[config.mk]
export PLATFORM = sky130hd
export DESIGN_NAME = pinned_lru_table_cache
export DESIGN_NICKNAME = d
export VERILOG_FILES = /design/src/rtl/core/plru_pkg.sv /design/src/rtl/core/pinned_lru_table_cache.sv
export SDC_FILE = /design/constraint.sdc
export NUM_CORES = 1
export LEC_CHECK = 0
export BUFFER_PORTS_ARGS = -buffer_cell sky130_fd_sc_hd__buf_2
export CORE_ASPECT_RATIO = 1.1
export CORE_MARGIN = 5
export CORE_UTILIZATION = 45
export CTS_CLUSTER_SIZE = 16
export DETAILED_ROUTE_END_ITERATION = 12
export PLACE_DENSITY_LB_ADDON = 0.3
export SLEW_MARGIN = 20
export SYNTH_ARGS = -nofsm -noshare
export SYNTH_HDL_FRONTEND = slang
export SYNTH_SLANG_ARGS = --single-unit
[constraint.sdc]
create_clock -name clk -period 8.2 [get_ports clk]
set_input_delay 0.82 -clock clk [delete_from_list [all_inputs] [get_ports clk]]
set_output_delay 0.82 -clock clk [all_outputs]
set_load 0.02 [all_outputs]
[src/rtl/core/plru_pkg.sv]
// Shared types and constants for the pinned LRU table cache directory.
// Holds the request and result structs, status codes and the sequencer program.
// No dependencies.
package plru_pkg;

  // Fixed geometry of the directory
  localparam int SLOTS         = 16;
  localparam int SLOT_BITS     = 4;
  localparam int OCC_BITS      = 5;
  localparam int MODE_BITS     = 4;
  localparam int TEMP_BITS     = 6;
  localparam int PIN_BITS      = 8;
  localparam int CAP_BITS      = 5;
  localparam int STEP_BITS     = 3;

  localparam logic [CAP_BITS-1:0] CAP_RESET = CAP_BITS'(8);
  localparam logic [PIN_BITS-1:0] PIN_MAX   = '1;

  typedef enum logic [1:0] {
    REQ_GET   = 2'd0,
    REQ_PIN   = 2'd1,
    REQ_UNPIN = 2'd2,
    REQ_PEEK  = 2'd3
  } req_type_t;

  typedef enum logic [2:0] {
    ST_OK         = 3'd0,
    ST_NOT_AVAIL  = 3'd1,
    ST_NOT_RES    = 3'd2,
    ST_UNBALANCED = 3'd3,
    ST_STORE_FULL = 3'd4,
    ST_PIN_SAT    = 3'd5
  } status_t;

  typedef struct packed {
    req_type_t            req_type;
    logic [MODE_BITS-1:0] mode;
    logic [TEMP_BITS-1:0] tbin;
    logic                 table_available;
  } req_t;

  typedef struct packed {
    status_t              status;
    logic                 hit;
    logic [SLOT_BITS-1:0] slot;
    logic                 evicted;
    logic [MODE_BITS-1:0] evicted_mode;
    logic [TEMP_BITS-1:0] evicted_tbin;
    logic [PIN_BITS-1:0]  pin_count;
  } rsp_t;

  // Sequencer control word: datapath operation, branch condition, branch target
  typedef enum logic [2:0] {
    OP_IDLE,
    OP_SCAN,
    OP_DECIDE,
    OP_EVICT,
    OP_FINISH
  } op_t;

  typedef enum logic [1:0] {
    COND_ALWAYS,
    COND_NO_START,
    COND_SCAN_MORE,
    COND_NO_EVICT
  } cond_t;

  typedef logic [STEP_BITS-1:0] step_t;

  typedef struct packed {
    op_t   op;
    cond_t cond;
    step_t target;
  } ucode_t;

  localparam step_t STEP_IDLE   = 3'd0;
  localparam step_t STEP_SCAN   = 3'd1;
  localparam step_t STEP_DECIDE = 3'd2;
  localparam step_t STEP_EVICT  = 3'd3;
  localparam step_t STEP_FINISH = 3'd4;

  // Program ROM: branch to target when the condition holds, else fall through
  function automatic ucode_t ucode_rom(input step_t step);
    ucode_t w;
    case (step)
      STEP_IDLE:   w = '{op: OP_IDLE,   cond: COND_NO_START,  target: STEP_IDLE};
      STEP_SCAN:   w = '{op: OP_SCAN,   cond: COND_SCAN_MORE, target: STEP_SCAN};
      STEP_DECIDE: w = '{op: OP_DECIDE, cond: COND_NO_EVICT,  target: STEP_FINISH};
      STEP_EVICT:  w = '{op: OP_EVICT,  cond: COND_ALWAYS,    target: STEP_SCAN};
      STEP_FINISH: w = '{op: OP_FINISH, cond: COND_ALWAYS,    target: STEP_IDLE};
      default:     w = '{op: OP_IDLE,   cond: COND_ALWAYS,    target: STEP_IDLE};
    endcase
    return w;
  endfunction

endpackage

[src/rtl/core/pinned_lru_table_cache.sv]
// Pinned LRU table cache directory: top level with microcoded sequencer and datapath.
// Depends on plru_pkg.
//
// Usage:
//   Request channel: present a request on `request` and raise `start`; it is taken
//   at a clock edge where start is high and busy is low. busy stays high until the
//   result has been produced.
//   Result channel: `done` pulses for one cycle with the result on `result`.
//   The receiver cannot stall; the result must be captured in that cycle.
//   Config channel: capacity is written through cfg_valid/cfg_ready/cfg_data;
//   cfg_ready is always high. Write it only while the block is idle.
//
// Sequence: a request passes through the idle/accept step, a scan of all 16 slots,
// one decide step and the finish step, with done in the following cycle, during which
// the next request can already be accepted. Each eviction adds an evict step, a
// rescan and another decide. The slot scan walks one directory entry per cycle.
// Reset: all slots invalid, use counter zero, capacity 8, sequencer idle.
module pinned_lru_table_cache #(
  parameter int STAMP_BITS = 32
) (
  input  logic                              clk,
  input  logic                              rst,
  input  logic                              start,
  output logic                              busy,
  input  plru_pkg::req_t                    request,
  output logic                              done,
  output plru_pkg::rsp_t                    result,
  input  logic                              cfg_valid,
  output logic                              cfg_ready,
  input  logic [plru_pkg::CAP_BITS-1:0]     cfg_data
);
  import plru_pkg::*;

  // Directory storage
  logic [SLOTS-1:0]      slot_valid;
  logic [MODE_BITS-1:0]  slot_mode     [SLOTS];
  logic [TEMP_BITS-1:0]  slot_tbin     [SLOTS];
  logic [STAMP_BITS-1:0] slot_stamp    [SLOTS];
  logic [PIN_BITS-1:0]   slot_pins     [SLOTS];
  logic [STAMP_BITS-1:0] use_counter;
  logic [CAP_BITS-1:0]   capacity;

  // Sequencer
  step_t  step;
  ucode_t uword;
  logic   cond_true;

  // Latched request and scan accumulators
  req_t                  req;
  logic [SLOT_BITS-1:0]  idx;
  logic [OCC_BITS-1:0]   occ;
  logic                  match_found;
  logic [SLOT_BITS-1:0]  match_slot;
  logic [PIN_BITS-1:0]   match_pins;
  logic                  vict_found;
  logic [SLOT_BITS-1:0]  vict_slot;
  logic [STAMP_BITS-1:0] vict_stamp;
  logic [MODE_BITS-1:0]  vict_mode;
  logic [TEMP_BITS-1:0]  vict_temp;
  logic                  free_found;
  logic [SLOT_BITS-1:0]  free_slot;
  logic                  ev_flag;
  logic [MODE_BITS-1:0]  ev_mode;
  logic [TEMP_BITS-1:0]  ev_temp;

  // Per-entry view at the scan pointer
  logic                  e_valid;
  logic                  e_match;
  logic                  e_victim;
  logic [CAP_BITS-1:0]   cap_eff;
  logic                  ins_path;
  logic                  need_evict;
  logic                  accept;
  logic                  clear_scan;

  // Finish-step results
  status_t               fin_status;
  logic [SLOT_BITS-1:0]  fin_slot;
  logic [PIN_BITS-1:0]   fin_pins;
  logic                  fin_write;
  logic                  fin_insert;
  logic [PIN_BITS-1:0]   cur_pins;
  logic [STAMP_BITS-1:0] counter_inc;

  assign uword     = ucode_rom(step);
  assign busy      = (step != STEP_IDLE);
  assign cfg_ready = 1'b1;
  assign accept    = (uword.op == OP_IDLE) && start;
  assign clear_scan = accept || (uword.op == OP_EVICT);

  // Entry decode at the scan pointer
  assign e_valid  = slot_valid[idx];
  assign e_match  = e_valid && (slot_mode[idx] == req.mode) &&
                    (slot_tbin[idx] == req.tbin);
  assign e_victim = e_valid && (slot_pins[idx] == '0) &&
                    (!vict_found || (slot_stamp[idx] < vict_stamp));

  // Effective capacity: zero means one, clipped to the slot count
  always_comb begin
    if (capacity == '0) begin
      cap_eff = CAP_BITS'(1);
    end else if (capacity > CAP_BITS'(SLOTS)) begin
      cap_eff = CAP_BITS'(SLOTS);
    end else begin
      cap_eff = capacity;
    end
  end

  assign ins_path   = !match_found && req.table_available &&
                      ((req.req_type == REQ_GET) || (req.req_type == REQ_PIN));
  assign need_evict = ins_path && (occ >= cap_eff) && vict_found;

  // Branch condition
  always_comb begin
    case (uword.cond)
      COND_ALWAYS:    cond_true = 1'b1;
      COND_NO_START:  cond_true = !start;
      COND_SCAN_MORE: cond_true = (idx != SLOT_BITS'(SLOTS - 1));
      COND_NO_EVICT:  cond_true = !need_evict;
      default:        cond_true = 1'b1;
    endcase
  end

  assign counter_inc = use_counter + STAMP_BITS'(1);

  // Outcome of the request, from the final scan
  always_comb begin
    fin_status = ST_OK;
    fin_slot   = '0;
    fin_pins   = '0;
    fin_write  = 1'b0;
    fin_insert = 1'b0;
    cur_pins   = match_pins;
    case (req.req_type)
      REQ_GET, REQ_PIN: begin
        if (match_found) begin
          fin_write = 1'b1;
          fin_slot  = match_slot;
        end else if (!req.table_available) begin
          fin_status = ST_NOT_AVAIL;
        end else if (free_found) begin
          fin_write  = 1'b1;
          fin_insert = 1'b1;
          fin_slot   = free_slot;
          cur_pins   = '0;
        end else begin
          fin_status = ST_STORE_FULL;
        end
        if (fin_write) begin
          fin_pins = cur_pins;
          if (req.req_type == REQ_PIN) begin
            if (cur_pins == PIN_MAX) begin
              fin_status = ST_PIN_SAT;
            end else begin
              fin_pins = cur_pins + PIN_BITS'(1);
            end
          end
        end
      end
      REQ_UNPIN: begin
        if (!match_found) begin
          fin_status = ST_NOT_RES;
        end else begin
          fin_slot = match_slot;
          fin_pins = match_pins;
          if (match_pins == '0) begin
            fin_status = ST_UNBALANCED;
          end else begin
            fin_pins  = match_pins - PIN_BITS'(1);
            fin_write = 1'b1;
          end
        end
      end
      default: begin
        if (!match_found) begin
          fin_status = ST_NOT_RES;
        end else begin
          fin_slot = match_slot;
          fin_pins = match_pins;
        end
      end
    endcase
  end

  // Sequencer, datapath and result register
  always_ff @(posedge clk) begin
    if (rst) begin
      step        <= STEP_IDLE;
      slot_valid  <= '0;
      use_counter <= '0;
      capacity    <= CAP_RESET;
      done        <= 1'b0;
    end else begin
      step <= cond_true ? uword.target : step + STEP_BITS'(1);
      done <= 1'b0;

      if (cfg_valid && cfg_ready) begin
        capacity <= cfg_data;
      end

      if (accept) begin
        req     <= request;
        ev_flag <= 1'b0;
        ev_mode <= '0;
        ev_temp <= '0;
      end

      if (clear_scan) begin
        idx         <= '0;
        occ         <= '0;
        match_found <= 1'b0;
        vict_found  <= 1'b0;
        free_found  <= 1'b0;
      end

      case (uword.op)
        OP_SCAN: begin
          idx <= idx + SLOT_BITS'(1);
          if (e_valid) begin
            occ <= occ + OCC_BITS'(1);
          end
          if (e_match && !match_found) begin
            match_found <= 1'b1;
            match_slot  <= idx;
            match_pins  <= slot_pins[idx];
          end
          if (e_victim) begin
            vict_found <= 1'b1;
            vict_slot  <= idx;
            vict_stamp <= slot_stamp[idx];
            vict_mode  <= slot_mode[idx];
            vict_temp  <= slot_tbin[idx];
          end
          if (!e_valid && !free_found) begin
            free_found <= 1'b1;
            free_slot  <= idx;
          end
        end
        OP_EVICT: begin
          slot_valid[vict_slot] <= 1'b0;
          ev_flag <= 1'b1;
          ev_mode <= vict_mode;
          ev_temp <= vict_temp;
        end
        OP_FINISH: begin
          done <= 1'b1;
          result.status       <= fin_status;
          result.hit          <= match_found;
          result.slot         <= fin_slot;
          result.evicted      <= ev_flag;
          result.evicted_mode <= ev_mode;
          result.evicted_tbin <= ev_temp;
          result.pin_count    <= fin_pins;
          if (fin_write) begin
            slot_pins[fin_slot] <= fin_pins;
          end
          // Stamp on every get or pin that lands in a slot
          if (fin_write && (req.req_type != REQ_UNPIN)) begin
            use_counter          <= counter_inc;
            slot_stamp[fin_slot] <= counter_inc;
          end
          if (fin_insert) begin
            slot_valid[fin_slot] <= 1'b1;
            slot_mode[fin_slot]  <= req.mode;
            slot_tbin[fin_slot]  <= req.tbin;
          end
        end
        default: begin
        end
      endcase
    end
  end

endmodule

==> reports/results.env <==
YS_DOMINANT_REG_CELL='edfxtp_1'
FP.DIEW_UM=292.1
CTS_REPAIR_RESIZE_COUNT=0
FINALMAXSLEWVIOLATIONS=0
CTSROOTBUFFERMASTER='clkbuf_16'
SYNTH_MOST_COMMON_CELL='edfxtp_1'
SYN_TO_FINAL_GROWTH_PCT=13.07
VIAS_PER_CELL=5.788
POST_SYNTHESIS_AREA_PER_INSTANCE_SQ_UM=19.00
SYNTH-COMPOUND-AREA-SHARE=0.02633
CLOCK_LATENCY_NS=0.68
NUMBER_OF_PLACED_CELLS_COUNTING_WELL_TAPS=3225
CTS_HOLD_BUFFERS=0
SYNTH_TOP_AREA_FRAC=0.7051
SYNTH_FA_HA_AREA_FRAC=0.01461
MAXCAPVIOLCOUNT=0
TIMING.FMAX_MHz=184.6
SYNTHXORXNORAREAFRAC=0.01712
YOSYS.CELL_TYPES.COUNT=63
SYNTHESIS.YOSYS.WARNINGS=0
POST-ROUTE-PERIOD-UTIL=0.6606
INITIAL_UTILIZATION=0.4546
COMBINATIONAL_FAMILY_WITH_THE_MOST_AREA_AFTER_SYNTHESIS='multiplexers'
PORT-BUFFER-COUNT=50
CLKTRANSATPATHREGS_NS=0.06
FINAL-SETUP-VIOL-COUNT=0
STATUS='finished clean'
POSTROUTEWIRELENGTH_UM=88120
PATH_CELLS='buf_12 > mux4_2 > mux4_2 > ha_1 > a2111oi_0 > o21ai_0 > a311oi_1 > o32ai_1 > o31a_1 > nor3_4 > buf_4'
NFILLCELLS=6833
NETLIST_INSTANCES=2073
CRITICAL_PATH_ARRIVAL_NS=5.71
GRT_MAX_DEGREE=73
LAYOUT_MIN_CYCLE_TIME_NS=5.417
CTS_TREE='built'
PRE_CTS_SLACK_NS=2.790
NETLIST_TOP_CELLS_AREA='edfxtp_1, mux4_2, dfxtp_1, ha_1, nor2_1'
DRTANTENNAVIOLNETS=0
POSTSYNTHREGISTERBITS=986
TIMING.CRITICAL_PATH.MODE_CELL='mux4_2'
AVGROUTEDWIREPERCELL_UM=25.91
CRITICAL_PATH.MAX_STAGE_DELAY_NS=0.98
ASYNC_RESET_FF_FRAC=0
GRT.TOTAL_USAGE=0.1878
WORST-ENDPOINT-REQUIRED_NS=8.49
IOS=52
HOLD_VIOLATIONS=0
HOLD-WORST-SLACK_NS=0.3210
CTS-BUFFERS-INSERTED=95
CORE.ROWCOUNT=113
DRIVE_ABOVE_1_SHARE=0.2383
DETAIL_ROUTE.DRC_VIOLATIONS=0
H-TREE-DEPTH=3
FP.DIEAREA_SQ_UM=93570
DOMINANT_CELL_TYPE_BY_AREA_AFTER_SYNTHESIS='edfxtp_1'
CRIT_FAMILY='compound AO/OA/AOI/OAI gates'
STARTPOINT_TYPE='flip-flop'
TIMING.FINAL.WS_SETUP_NS=2.783
CORE_SQ_UM=86670
CRITICAL-PATH-SLOWEST-CELL='dfxtp_4'
WORST_HOLD_PATH_TYPE='primary input to flip-flop'
FIN_TNS_SETUP_NS=0
FLOORPLAN.DIE.HEIGHT_UM=320.3
DRT-INITIAL-DRC-COUNT=1846
COUNT_OF_FLIP_FLOPS_WITH_A_BUILT_IN_ENABLE_AFTER_SYNTHESIS=925
GLOBALPLACE.CONGESTION=0.8390
POWER_LEAKAGE_nW=14.51
SETUP_FIX_BUFFERS_ADDED_AFTER_CLOCK_TREE_SYNTHESIS=0
CTSLONGESTPATHBUFFERS=3
FIRSTDRTPASSITERS=5
GRT_FIRST_PASS_WIRELENGTH_UM=132400
VDD_IR_DROP_MAX_mV=0.2185
GRT_UTIL_MET2=0.3261
GLOBALROUTE.BUSIESTLAYER='met2'
TIMING_WORST_SLEW_PIN_VALUE_NS=1.158
STDCELL_COUNT=3401
RSZ_0062_RAISED_AFTER_GLOBAL_ROUTING='no'
NUMCLOCKSINKS=986
SYNTH_SIMPLE_GATE_AREA_FRAC=0.04596
YOSYS-MUX-AREA-FRACTION=0.1438
TIMING.SLEW.HEADROOM=0.2253
YS_SEQ_AREA_FRAC=0.7360
FINAL.SETUP_SKEW_NS=0.04694
GLOBAL_ROUTE.USAGE.MET1=0.2503
CRIT_PATH_END_KIND='flip-flop'
POST_SYNTH_MOST_FREQUENT_CELLS='edfxtp_1, mux4_2, nor2_1'
PATH_BUF_INV=2
CRITICALPATHCATEGORY='flip-flop to flip-flop'
GLOBALROUTEMET3UTIL=0.02553
FIRST_GLOBAL_VIAS=20500
DP_HPWL_UM=48970
POWER_PER_CELL_AREA_nW_PER_UM2=286.3
GRT_ANTENNA_BEFORE_REPAIR=1
NETS_FINAL=2243
GRT_OVERFLOW=0
SYNTH_NETS=2141
DR_TOTAL_VIAS=19690
SYNTH.CELL_AREA_SQ_UM=39400
CRITICAL_PATH.MAX_FANOUT=63
area by class of cell:
cell class                 count  area [sq um]  share of cell area
inverter                      55         207.7            0.004663
multi-input combinational    941         10120              0.2273
timing repair buffer          96         640.6             0.01438
sequential                   986         29010              0.6512
antenna                        2         5.005           0.0001124
clock buffer                 113          2465             0.05533
tap                         1150          1439             0.03230
clock inverter                58         655.6             0.01472
routing by layer:
metal	vias up	routed length, um
met5	-	0
met2	598	45360
met3	156	4529
met4	0	2527
met1	10410	35700
li1	8523	-
worst register-to-register path, delay by kind of cell, from the launching register on:
| kind | cells | cell delay (ns) |
|---|---|---|
| adders and majority gates | 1 | 0.31 |
| buffers and inverters | 2 | 0.98 |
| muxes | 2 | 1.15 |
| AOI/OAI and AO/OA | 5 | 1.43 |
| DFF | 1 | 0.98 |
| and+or+nand+nor | 1 | 0.17 |
path summary, 6_finish.rpt:
path,startpoint,endpoint,cells after the start,slack [ns]
worst max-delay path,flip-flop,vict_stamp[27],11,2.78
worst min register to register,ev_temp[4],result[12],0,0.41
worst max register to register,flip-flop,vict_stamp[27],11,2.78
worst min-delay path,request[0],req[0],1,0.32
report_power, final:
part / leakage, nW / switching (mW) / internal, mW / total, mW
clock: 1.51 / 1.87 / 2.50 / 4.38
sequential: 9.02 / 0.203 / 5.62 / 5.82
combinational: 3.97 / 1.26 / 1.29 / 2.55
sequential cells by signal (all words and copies together) (netlist names), 8 cells and up, named ones only:
| name | count |
|---|---|
| slot_valid | 16 |
| slot_tbin | 96 |
| match_pins | 8 |
| vict_stamp | 32 |
| result | 27 |
| slot_mode | 64 |
| slot_stamp | 512 |
| req | 13 |
| slot_pins | 128 |
| use_counter | 32 |
per-stage QoR:
stage / util / cell area (sq um) / power (mW)
CTS: 0.5114 / 44330 / 12.88
floorplan: - / 39400 / 7.853
global route: 0.5139 / 44540 / 13.31
global placement: 0.4752 / 41180 / 8.487
detailed placement: 0.4754 / 41200 / 8.520
finish: 0.5140 / 44550 / 12.75
cells by family (layout without fill, tap and decap cells):
group                    count (synthesis)  after routing
flip-flops                             986            986
other                                    1              3
adder cells (fa/ha/maj)                 46             46
buffers and inverters                  146            322
multiplexers                           277            277
AO/OA/AOI/OAI                          166            166
XOR/XNOR                                77             77
AND/OR/NAND/NOR                        374            374
cells in the final DEF (no fill, tap or decap), drive strengths merged, types with 6 or more instances in the layout:
cell      n
nand3    39
inv      58
a221oi    9
mux4    231
or3      15
a22oi    19
xor2     28
o21ai    47
a21oi    49
nor3     21
clkbuf  114
and2     19
nor2    125
mux2i    44
dfxtp    61
bufinv   11
xnor2    49
ha       46
nand4    16
nand2b    6
edfxtp  925
buf      95
a21o     10
nor2b    17
clkinv   40
nand2    78
and3     13
Note: power is estimated with default switching activity, not from simulation.
